### config.mk
export PLATFORM = sky130hd
export DESIGN_NAME = gps_info_field_parser
export DESIGN_NICKNAME = d
export VERILOG_FILES = /design/src/sv/gifp_pkg.sv /design/src/sv/gifp_pos_parser.sv /design/src/sv/gps_info_field_parser.sv
export VERILOG_INCLUDE_DIRS = /design/src /design/src/sv
export SDC_FILE = /design/constraint.sdc
export NUM_CORES = 1
export LEC_CHECK = 0
export ABC_AREA = 0
export BUFFER_PORTS_ARGS = -buffer_cell sky130_fd_sc_hd__buf_2
export CAP_MARGIN = 20
export CORE_MARGIN = 2
export CORE_UTILIZATION = 45
export CTS_BUF_LIST = sky130_fd_sc_hd__clkbuf_2 sky130_fd_sc_hd__clkbuf_4 sky130_fd_sc_hd__clkbuf_8
export CTS_CLUSTER_DIAMETER = 100
export CTS_CLUSTER_SIZE = 30
export DETAILED_ROUTE_END_ITERATION = 16
export HOLD_SLACK_MARGIN = 0.06
export PLACE_DENSITY = 0.71
export SLEW_MARGIN = 0
export SYNTH_ARGS = -nofsm -noshare
export SYNTH_HDL_FRONTEND = slang
export SYNTH_SLANG_ARGS = --single-unit
### constraint.sdc
create_clock -name clk_i -period 11.4 [get_ports clk_i]
set_input_delay 1.14 -clock clk_i [delete_from_list [all_inputs] [get_ports clk_i]]
set_output_delay 1.14 -clock clk_i [all_outputs]
set_load 0.02 [all_outputs]
### src/sv/gps_info_field_parser_macros.svh
// ---------------------------------------------------------------------------
// GPS info field parser assertion macros
// Concurrent assertion wrappers, clocked on clk_i and disabled in reset.
// ---------------------------------------------------------------------------
`ifndef GPS_INFO_FIELD_PARSER_MACROS_SVH
`define GPS_INFO_FIELD_PARSER_MACROS_SVH

`ifndef SYNTHESIS

// plain property check
`define GIFP_ASSERT(name, prop, msg) \
  name: assert property (@(posedge clk_i) disable iff (!rst_ni) (prop)) else $error(msg);

// overlapping implication check
`define GIFP_ASSERT_IMPL(name, ante, cons, msg) \
  name: assert property (@(posedge clk_i) disable iff (!rst_ni) (ante) |-> (cons)) \
    else $error(msg);

`else

`define GIFP_ASSERT(name, prop, msg)
`define GIFP_ASSERT_IMPL(name, ante, cons, msg)

`endif

`endif

### src/sv/gifp_pkg.sv
// ---------------------------------------------------------------------------
// GPS info field parser package
// Shared types, character codes, register map and the decimal accumulator.
// ---------------------------------------------------------------------------
package gifp_pkg;

  localparam logic [7:0] CharComma = 8'h2C;
  localparam logic [7:0] CharDot   = 8'h2E;
  localparam logic [7:0] CharZero  = 8'h30;

  localparam logic [15:0] SnrLowReset  = 16'd350;
  localparam logic [15:0] SnrHighReset = 16'd1000;
  localparam logic [7:0]  MinSatReset  = 8'd3;

  typedef enum logic [1:0] {
    RegSnrLow  = 2'd0,
    RegSnrHigh = 2'd1,
    RegMinSat  = 2'd2
  } cfg_reg_e;

  // one position report byte handed to the position parser
  typedef struct packed {
    logic       strobe;
    logic [7:0] data;
    logic       last;
  } pos_byte_t;

  // stored position report values
  typedef struct packed {
    logic [15:0] snr;
    logic [7:0]  lon_whole;
    logic [31:0] lon_fraction;
    logic [7:0]  lat_whole;
    logic [31:0] lat_fraction;
    logic [15:0] speed;
    logic        fix_valid;
  } pos_info_t;

  // result item, MSB first so that snr lands in the low bits
  typedef struct packed {
    logic [5:0]  pad;
    logic        position_locked;
    logic        fix_valid;
    logic [7:0]  satellites;
    logic [15:0] speed;
    logic [31:0] lat_fraction;
    logic [7:0]  lat_whole;
    logic [31:0] lon_fraction;
    logic [7:0]  lon_whole;
    logic [15:0] snr;
  } result_t;

  // acc*10 + (byte - '0'), modulo 2^32, applied to any byte
  function automatic logic [31:0] acc_push(input logic [31:0] acc, input logic [7:0] b);
    acc_push = (acc << 3) + (acc << 1) + {24'd0, b} - {24'd0, CharZero};
  endfunction

endpackage

### src/sv/gifp_pos_parser.sv
// ---------------------------------------------------------------------------
// GPS info field parser, position report section
// Walks the comma/dot separated fields and keeps the stored position values.
// ---------------------------------------------------------------------------
module gifp_pos_parser import gifp_pkg::*; (
  input  logic      clk_i,
  input  logic      rst_ni,
  input  pos_byte_t pbyte_i,
  output pos_info_t info_o
);

  logic [2:0]  comma_q, comma_d;
  logic [1:0]  dot_q, dot_d;
  logic [31:0] field_acc_q, field_acc_d;
  logic [7:0]  digits_q, digits_d;
  logic [31:0] tail_q, tail_d;
  pos_info_t   info_q, info_d;

  logic is_comma, is_dot;

  assign is_comma = (pbyte_i.data == CharComma);
  assign is_dot   = (pbyte_i.data == CharDot);

  always_comb begin
    comma_d     = comma_q;
    dot_d       = dot_q;
    field_acc_d = field_acc_q;
    digits_d    = digits_q;
    tail_d      = tail_q;
    info_d      = info_q;
    if (pbyte_i.strobe) begin
      // speed tail takes every byte once the fourth field is closed
      if (comma_q >= 3'd4) begin
        tail_d = acc_push(tail_q, pbyte_i.data);
      end
      if (is_comma) begin
        case (comma_q)
          3'd1: info_d.snr = field_acc_q[15:0];
          3'd2: info_d.lon_fraction = field_acc_q;
          3'd3: begin
            info_d.lat_fraction = field_acc_q;
            tail_d = '0;
          end
          default: ;
        endcase
        if (comma_q != 3'd7) begin
          comma_d = comma_q + 3'd1;
        end
        field_acc_d = '0;
        digits_d    = '0;
      end else if (is_dot) begin
        case (dot_q)
          2'd0: begin
            if (digits_q >= 8'd2) begin
              info_d.lon_whole = field_acc_q[7:0];
              info_d.fix_valid = 1'b1;
            end else begin
              info_d.fix_valid = 1'b0;
            end
          end
          2'd1: begin
            if (digits_q >= 8'd2) begin
              info_d.lat_whole = field_acc_q[7:0];
            end
          end
          default: ;
        endcase
        if (dot_q < 2'd2) begin
          dot_d = dot_q + 2'd1;
        end
        field_acc_d = '0;
        digits_d    = '0;
      end else begin
        field_acc_d = acc_push(field_acc_q, pbyte_i.data);
        if (digits_q != 8'hFF) begin
          digits_d = digits_q + 8'd1;
        end
      end
      if (pbyte_i.last) begin
        if (comma_d >= 3'd4) begin
          info_d.speed = tail_d[15:0];
        end
        comma_d     = '0;
        dot_d       = '0;
        field_acc_d = '0;
        digits_d    = '0;
        tail_d      = '0;
      end
    end
  end

  always_ff @(posedge clk_i or negedge rst_ni) begin
    if (!rst_ni) begin
      comma_q     <= '0;
      dot_q       <= '0;
      field_acc_q <= '0;
      digits_q    <= '0;
      tail_q      <= '0;
      info_q      <= '0;
    end else begin
      comma_q     <= comma_d;
      dot_q       <= dot_d;
      field_acc_q <= field_acc_d;
      digits_q    <= digits_d;
      tail_q      <= tail_d;
      info_q      <= info_d;
    end
  end

  // values after the current byte, so the report end sees its own last byte
  assign info_o = info_d;

endmodule

### src/sv/gps_info_field_parser.sv
// ---------------------------------------------------------------------------
// GPS info field parser
// Parses modem position and satellite report payloads into stored values.
// ---------------------------------------------------------------------------
// Takes one payload byte per clock (tuser selects position or satellite
// report, tlast marks the final byte). Each accepted last byte yields one
// result item on the master side, registered, in the cycle after the byte is
// taken. The input stalls only while a result is held and the sink is not
// ready; otherwise the rate is one byte per cycle, as the decimal accumulators
// take each accepted byte. SNR window and satellite minimum are set over
// the APB port (0x0 snr_low, 0x4 snr_high, 0x8 min_satellites).
`include "gps_info_field_parser_macros.svh"

module gps_info_field_parser import gifp_pkg::*; (
  input  logic         clk_i,
  input  logic         rst_ni,
  // stream in
  input  logic         s_axis_tvalid,
  output logic         s_axis_tready,
  input  logic [7:0]   s_axis_tdata,   // [7:0] data_byte
  input  logic         s_axis_tlast,   // last_byte
  input  logic         s_axis_tuser,   // [0] action
  // stream out
  output logic         m_axis_tvalid,
  input  logic         m_axis_tready,
  // [15:0] snr, [23:16] lon_whole, [55:24] lon_fraction, [63:56] lat_whole,
  // [95:64] lat_fraction, [111:96] speed, [119:112] satellites,
  // [120] fix_valid, [121] position_locked, [127:122] zero
  output logic [127:0] m_axis_tdata,
  // configuration
  input  logic         psel,
  input  logic         penable,
  input  logic         pwrite,
  input  logic [3:0]   paddr,
  input  logic [31:0]  pwdata,
  output logic [31:0]  prdata,
  output logic         pready
);

  logic [15:0] snr_low_q, snr_high_q;
  logic [7:0]  min_sat_q;
  logic        cfg_we;
  cfg_reg_e    cfg_sel;

  logic        in_accept;
  pos_byte_t   pos_byte;
  pos_info_t   pos_info;

  logic [31:0] count_acc_q, count_acc_d;
  logic        count_comma_seen_q, count_comma_seen_d;
  logic [7:0]  sat_q, sat_d;
  logic        lock_q, lock_d;
  logic        out_valid_q, out_valid_d;
  result_t     res_q, res_d;

  // ---------------- configuration ----------------
  assign pready  = 1'b1;
  assign cfg_we  = psel && penable && pwrite;
  assign cfg_sel = cfg_reg_e'(paddr[3:2]);

  always_ff @(posedge clk_i or negedge rst_ni) begin
    if (!rst_ni) begin
      snr_low_q  <= SnrLowReset;
      snr_high_q <= SnrHighReset;
      min_sat_q  <= MinSatReset;
    end else if (cfg_we) begin
      unique case (cfg_sel)
        RegSnrLow:  snr_low_q  <= pwdata[15:0];
        RegSnrHigh: snr_high_q <= pwdata[15:0];
        RegMinSat:  min_sat_q  <= pwdata[7:0];
        default: ;
      endcase
    end
  end

  always_comb begin
    unique case (cfg_sel)
      RegSnrLow:  prdata = {16'd0, snr_low_q};
      RegSnrHigh: prdata = {16'd0, snr_high_q};
      RegMinSat:  prdata = {24'd0, min_sat_q};
      default:    prdata = '0;
    endcase
  end

  // ---------------- input ----------------
  assign s_axis_tready = !out_valid_q || m_axis_tready;
  assign in_accept     = s_axis_tvalid && s_axis_tready;

  assign pos_byte.strobe = in_accept && !s_axis_tuser;
  assign pos_byte.data   = s_axis_tdata;
  assign pos_byte.last   = s_axis_tlast;

  gifp_pos_parser u_pos (
    .clk_i   (clk_i),
    .rst_ni  (rst_ni),
    .pbyte_i (pos_byte),
    .info_o  (pos_info)
  );

  // ---------------- satellite count report ----------------
  always_comb begin
    count_acc_d        = count_acc_q;
    count_comma_seen_d = count_comma_seen_q;
    sat_d              = sat_q;
    if (in_accept && s_axis_tuser) begin
      if (s_axis_tdata == CharComma) begin
        count_acc_d        = '0;
        count_comma_seen_d = 1'b1;
      end else begin
        count_acc_d = acc_push(count_acc_q, s_axis_tdata);
      end
      if (s_axis_tlast) begin
        if (count_comma_seen_d) begin
          sat_d = count_acc_d[7:0];
        end
        count_acc_d        = '0;
        count_comma_seen_d = 1'b0;
      end
    end
  end

  // ---------------- lock and result ----------------
  always_comb begin
    lock_d = lock_q;
    if (in_accept && s_axis_tlast && pos_info.fix_valid &&
        (pos_info.snr >= snr_low_q) && (pos_info.snr <= snr_high_q) &&
        (sat_d >= min_sat_q)) begin
      lock_d = 1'b1;
    end
  end

  always_comb begin
    res_d                 = '0;
    res_d.snr             = pos_info.snr;
    res_d.lon_whole       = pos_info.lon_whole;
    res_d.lon_fraction    = pos_info.lon_fraction;
    res_d.lat_whole       = pos_info.lat_whole;
    res_d.lat_fraction    = pos_info.lat_fraction;
    res_d.speed           = pos_info.speed;
    res_d.satellites      = sat_d;
    res_d.fix_valid       = pos_info.fix_valid;
    res_d.position_locked = lock_d;
  end

  always_comb begin
    out_valid_d = out_valid_q;
    if (in_accept && s_axis_tlast) begin
      out_valid_d = 1'b1;
    end else if (m_axis_tready) begin
      out_valid_d = 1'b0;
    end
  end

  always_ff @(posedge clk_i or negedge rst_ni) begin
    if (!rst_ni) begin
      count_acc_q        <= '0;
      count_comma_seen_q <= 1'b0;
      sat_q              <= '0;
      lock_q             <= 1'b0;
      out_valid_q        <= 1'b0;
    end else begin
      count_acc_q        <= count_acc_d;
      count_comma_seen_q <= count_comma_seen_d;
      sat_q              <= sat_d;
      lock_q             <= lock_d;
      out_valid_q        <= out_valid_d;
    end
  end

  always_ff @(posedge clk_i) begin
    if (in_accept && s_axis_tlast) begin
      res_q <= res_d;
    end
  end

  assign m_axis_tvalid = out_valid_q;
  assign m_axis_tdata  = res_q;

  // ---------------- checks ----------------
  `GIFP_ASSERT(a_lock_sticky, lock_q |=> lock_q, "lock flag dropped")
  `GIFP_ASSERT_IMPL(a_out_from_last, $rose(out_valid_q), $past(in_accept && s_axis_tlast),
                    "result appeared without a last item")
  `GIFP_ASSERT_IMPL(a_lock_with_result, $rose(lock_q),
                    out_valid_q && res_q.fix_valid && res_q.position_locked,
                    "lock set without a matching result")
  `GIFP_ASSERT(a_count_cleared, (in_accept && s_axis_tuser && s_axis_tlast) |=>
               (count_acc_q == 32'd0 && !count_comma_seen_q),
               "satellite parse state not cleared at report end")

endmodule
# After elaboration in Yosys (flattened, before gate mapping)

Index checks and enable logic that the tools add are counted.

Bits of input ports: 53
Logic and storage cells: 135
Bits in registers: 370

Mux-type cells: 52
$add $sub $neg: 12
Reduce and logical (&&, ||, !) cells: 24
Equality and inequality tests: 11
Order comparisons: 7

Operator list:

| kind                                                | count |
|---|---|
| 2-to-1 mux 32 bit                                   | 11 |
| 2-to-1 mux 8 bit                                    | 16 |
| 2-to-1 mux 113 bit                                  | 1 |
| adder 32 bit                                        | 2 |
| adder 32 x 8 -> 32 bit                              | 2 |
| 2-to-1 mux 16 bit                                   | 4 |
| subtractor 32 x 6 -> 32 bit, second input constant  | 2 |
| case mux 16 bit (3 select lines)                    | 1 |
| adder 8 bit                                         | 2 |
| equality test 8 x 6 -> 1 bit, second input constant | 2 |
| >= comparator 16 bit                                | 1 |
| <= comparator 16 bit                                | 1 |
| 2-to-1 mux 3 bit                                    | 4 |
| logical AND 1 bit                                   | 10 |
| 2-to-1 mux 1 bit                                    | 10 |
| adder 8 x 1 -> 8 bit, second input constant         | 1 |
| >= comparator 8 x 2 -> 1 bit, second input constant | 1 |
| >= comparator 8 bit                                 | 1 |
| 2-to-1 mux 2 bit                                    | 4 |
| inequality test 8 bit, second input constant        | 1 |
| AND reduction 2 bit                                 | 4 |
| subtractor 8 x 6 -> 8 bit, second input constant    | 1 |
| 2-to-1 mux 7 bit                                    | 1 |
| equality test 3 x 2 -> 1 bit, second input constant | 2 |
| 15 further kinds                                    | 21 |

# Logic depth before layout (Yosys ltp)

Depth after elaboration: 14
Gate-level depth with buffers: 17

# Modules after synthesis

From an unflattened synthesis, not the netlist that was laid out.

Cells, all modules: 1583
Area, all modules: 17959.7 um2

Modules (own cells, without submodules):

| module                | instances | cells each | seq. area each (um2) | area an instance (um2) |
|---|---|---|---|---|
| gifp_pos_parser       | 1         | 1020       | 4329.2               | 10266.1 |
| gps_info_field_parser | 1         | 563        | 5132.4               | 7693.6 |

# Worst setup path after synthesis

Ideal clock, no wire load.

Path type: input to register
Start: input m_axis_tready
End: register res_q (netlist bit m_axis_tdata[0]), enable pin
Required time: 10925 ps
Arrival time: 4127 ps
Slack: 6799 ps
Cell stages on the path: 4
Setup time: 475 ps
Buffers on the path: 1
Path through: nand2b_1 clkbuf_1 nand3_1 inv_1

Word-level cells in the longest chain between the ends: 3

RTL lines:

| element                | line                         | source |
|---|---|---|
| start: declaration     | gps_info_field_parser.sv:25  | `input logic m_axis_tready,` |
| logical OR 1 bit       | gps_info_field_parser.sv:86  | `assign s_axis_tready = !out_valid_q \|\| m_axis_tready;` |
| via s_axis_tready      | gps_info_field_parser.sv:19  | `output logic s_axis_tready,` |
| logical AND 1 bit      | gps_info_field_parser.sv:87  | `assign in_accept = s_axis_tvalid && s_axis_tready;` |
| logical AND 1 bit      | gps_info_field_parser.sv:171 | `if (in_accept && s_axis_tlast) begin` |
| end signal: assignment | gps_info_field_parser.sv:172 | `res_q <= res_d;` |
| end: declaration       | gps_info_field_parser.sv:54  | `result_t res_q, res_d;` |

The timed path passes the listed nets, and every way through them passes these cells.
A chain may end at the register's enable or synchronous reset.

==> metrics.md <==
| Metric | Value |
|---|---|
| Root buffer cell | clkbuf_8 |
| Grt total ovfl | 0 |
| First-pass GRT wire length | 62900 um |
| Comb power frac | 0.509 |
| P&R area growth vs syn | 9.09% |
| Synthesis-stage register bit count | 353 |
| # rows | 72 |
| PD cells | 214 nW/um2 |
| DRT iter0 DRCs | 688 |
| Top sig layer | met4 |
| Die height | 203 um |
| P_sw | 1.73 mW |
| TritonRoute pass-1 iters | 5 |
| Dominant cells by area after synthesis | dfrtp_1, edfxtp_1, ha_1 |
| Vias in the first global route | 11.8k |
| Cell area after synthesis | 17800 um2 |
| F_max | 0.202 GHz |
| Pleak | 9.25 nW |
| Sequential-to-total area share from yosys stat | 0.530 |
| Max-slew headroom | 0.237 |
| Actual transition at the worst max-transition pin | 1140 ps |
| Final net count | 2019 |
| Syn_area_per_cell | 10.9 um2 |
| Setup Slack @ Placement | 5850 ps |
| CTS max path bufs | 3 |
| Initial Util | 0.458 |
| Largest net degree at the start of global routing | 92 |
| I/O pins | 216 |
| Most common cell in the synthesized netlist | dfrtp_1 |
| Final WL | 38800 um |
| Core Box Area | 38900 um2 |
| Reg clk slew, reported paths | 170 ps |
| Post-CTS sizing | 0 |
| Clk network pwr share | 0.134 |
| FFs w/ async S/R, synth | 0.654 |
| Worst endpoint required time | 11790 ps |
| Synth Instances | 1632 |
| Final worst-path cycle share | 0.434 |
| Initial antenna violation count | 1 |
| DPL Wire Length | 28000 um |
| Main synth FF type | dfrtp_1 |
| Yosys cell types | 68 |
| Clock Sinks | 353 |
| H-tree depth | 1 |
| Top-area cell type share of the netlist area | 0.304 |
| Maximum vdd ir drop | 0.136 mV |
| Worst Path Arrival | 5340 ps |
| Switch share | 0.416 |
| Total GRT Usage | 0.190 |
| Status | complete, no violations |
| Setup CP Type | primary input to register |
| DR WL/cell | 16.9 um |
| Clock Latency Late Sink | 610 ps |
| CTS tree | built |
| Int Power | 2.43 mW |
| Vias after detailed routing | 12.2k |
| Yosys top cell by area | dfrtp_1 |
| Critical path capture point type | register |
| Post-synth top cells | dfrtp_1, inv_1, nand2_1 |
| Post-layout min period | 4950 ps |
| Clk_skew | 41.5 ps |
| Crit start category | primary input |
| Die X | 203 um |
| Routed Antenna Nets | 0 |
| Setup-failing EPs final | 0 |
| Crit path max fanout | 30 |
| Worst Hold Class | register to register |
| DRC viols | 0 |
| Final TNS setup | 0 ps |
| Met3 WL | 1860 um |
| # hold bufs at CTS | 0 |
| TritonCTS Buffers | 16 |
| Area of the die | 41200 um2 |
| Post-synth EDFFs | 122 |
| Fillers | 3506 |
| RSZ-0062 raised after global routing | no |
| Sequential power share | 0.357 |
| MaxCap Viol Count | 0 |
| Post-CTS Setup Bufs | 0 |
| Share of layout cells above drive strength 1 | 0.148 |
| Port Buffers | 174 |
| Synth warnings | 0 |
| M1 WL | 18700 um |
| RD Place Congestion | 0.875 |
| Met2 WL | 17700 um |
| Hold Fails Final Rpt | 0 |
| Via density | 5.29 |
| Setup WS post-layout | 6450 ps |
| Max Slew Vio Count | 0 |
routing by layer:
metal | global-route usage | vias up
met3 | 0.0217 | 33
li1 | - | 5876
met4 | 0.0388 | 0
met2 | 0.308 | 313
met1 | 0.276 | 5951
met5 | 0 | -
registers in the layout, summed over array words and instances, names as in the netlist:
register	count
count_acc_q	7
count_comma_seen_q	1
lock_q	1
m_axis_tdata	122
m_axis_tvalid	1
min_sat_q	8
sat_q	8
snr_high_q	16
snr_low_q	16
u_pos.comma_q	3
u_pos.digits_q	8
u_pos.dot_q	2
u_pos.field_acc_q	32
u_pos.info_q	113
u_pos.tail_q	15
critical path: stages:
cell and delay, ps:
buf_2 110, or4b_4 560, nor3_4 320, nand2b_1 220
nor3_4 260, nand2_1 530, o21ai_0 640, ha_1 330
a211oi_1 230, o21ai_0 150, o211ai_1 150, a211oi_1 110
o311a_1 340, a31o_2 240
stage by stage:
step | total power [mW] | std cells | cell area [um2] | util | hold slack [ps]
after floorplan | 3.13 | 1653 | 17900 | - | 429
after global placement | 3.56 | 2274 | 19100 | 0.491 | 441
after detailed placement | 3.61 | 2274 | 19100 | 0.491 | 456
after CTS | 4.18 | 2302 | 19500 | 0.500 | 494
after global routing | 4.51 | 2303 | 19500 | 0.500 | 516
final | 4.16 | 2303 | 19500 | 0.500 | 492
path summary, 6_finish.rpt:
check,start,endpoint,slack (ps),cells past startpoint
max,s_axis_tdata[4],m_axis_tdata[121]$_DFFE_PP_,6450,14
min,lock_q$_DFF_PN0_,lock_q$_DFF_PN0_,490,1
max reg2reg,m_axis_tvalid$_DFFE_PN0P_,m_axis_tdata[121]$_DFFE_PP_,6920,12
min reg2reg,lock_q$_DFF_PN0_,lock_q$_DFF_PN0_,490,1
max in group asynchronous,rst_ni,min_sat_q[3]$_DFFE_PN0P_,9410,2
min in group asynchronous,rst_ni,u_pos.info_q[25]$_DFF_PN0_,550,1
power groups by stage:
stage / Sequential, mW / Combinational [mW] / Clock, mW
2_1_floorplan: 1.52 / 1.61 / 0
3_3_place_gp: 1.51 / 2.05 / 0
3_5_place_dp: 1.51 / 2.09 / 0
4_1_cts: 1.49 / 2.11 / 0.580
5_1_grt: 1.50 / 2.39 / 0.615
6_report: 1.49 / 2.12 / 0.557
cells in the final DEF (no fill, tap or decap), types with 12 or more instances in the layout:
cell type	count
ha_1	175
buf_2	173
o21ai_0	176
nand2_1	190
a21o_1	20
a21oi_1	61
nand3_1	22
clkbuf_8	16
dfstp_2	14
o22ai_1	28
mux2_2	23
edfxtp_1	122
nand4_1	12
dfrtp_1	217
inv_1	191
mux2i_1	20
xor2_1	18
a22o_1	19
fa_1	17
conb_1	23
xnor2_1	24
nor2_1	53
cell type report:
class                           instances  area, um2  share of cell area
Antenna cell                            1       2.50            0.000129
Sequential cell                       353       9460               0.486
Clock buffer                           24        280              0.0144
Inverter                              192        723              0.0372
Timing Repair Buffer                  184        956              0.0491
Clock inverter                          4       52.6             0.00270
Tap cell                              518        648              0.0333
Multi-Input combinational cell       1027       7340               0.377
cell families after synthesis:
logic type      count (synthesis)  synth area share
mux                            52            0.0314
simple gates                  342            0.0856
other cells                     2          0.000421
flops                         353             0.530
xor+xnor                       42            0.0206
buf+inv                       273            0.0633
fa+ha+maj                     192             0.142
compound gates                376             0.126
Power figures use the tool's default switching activity.
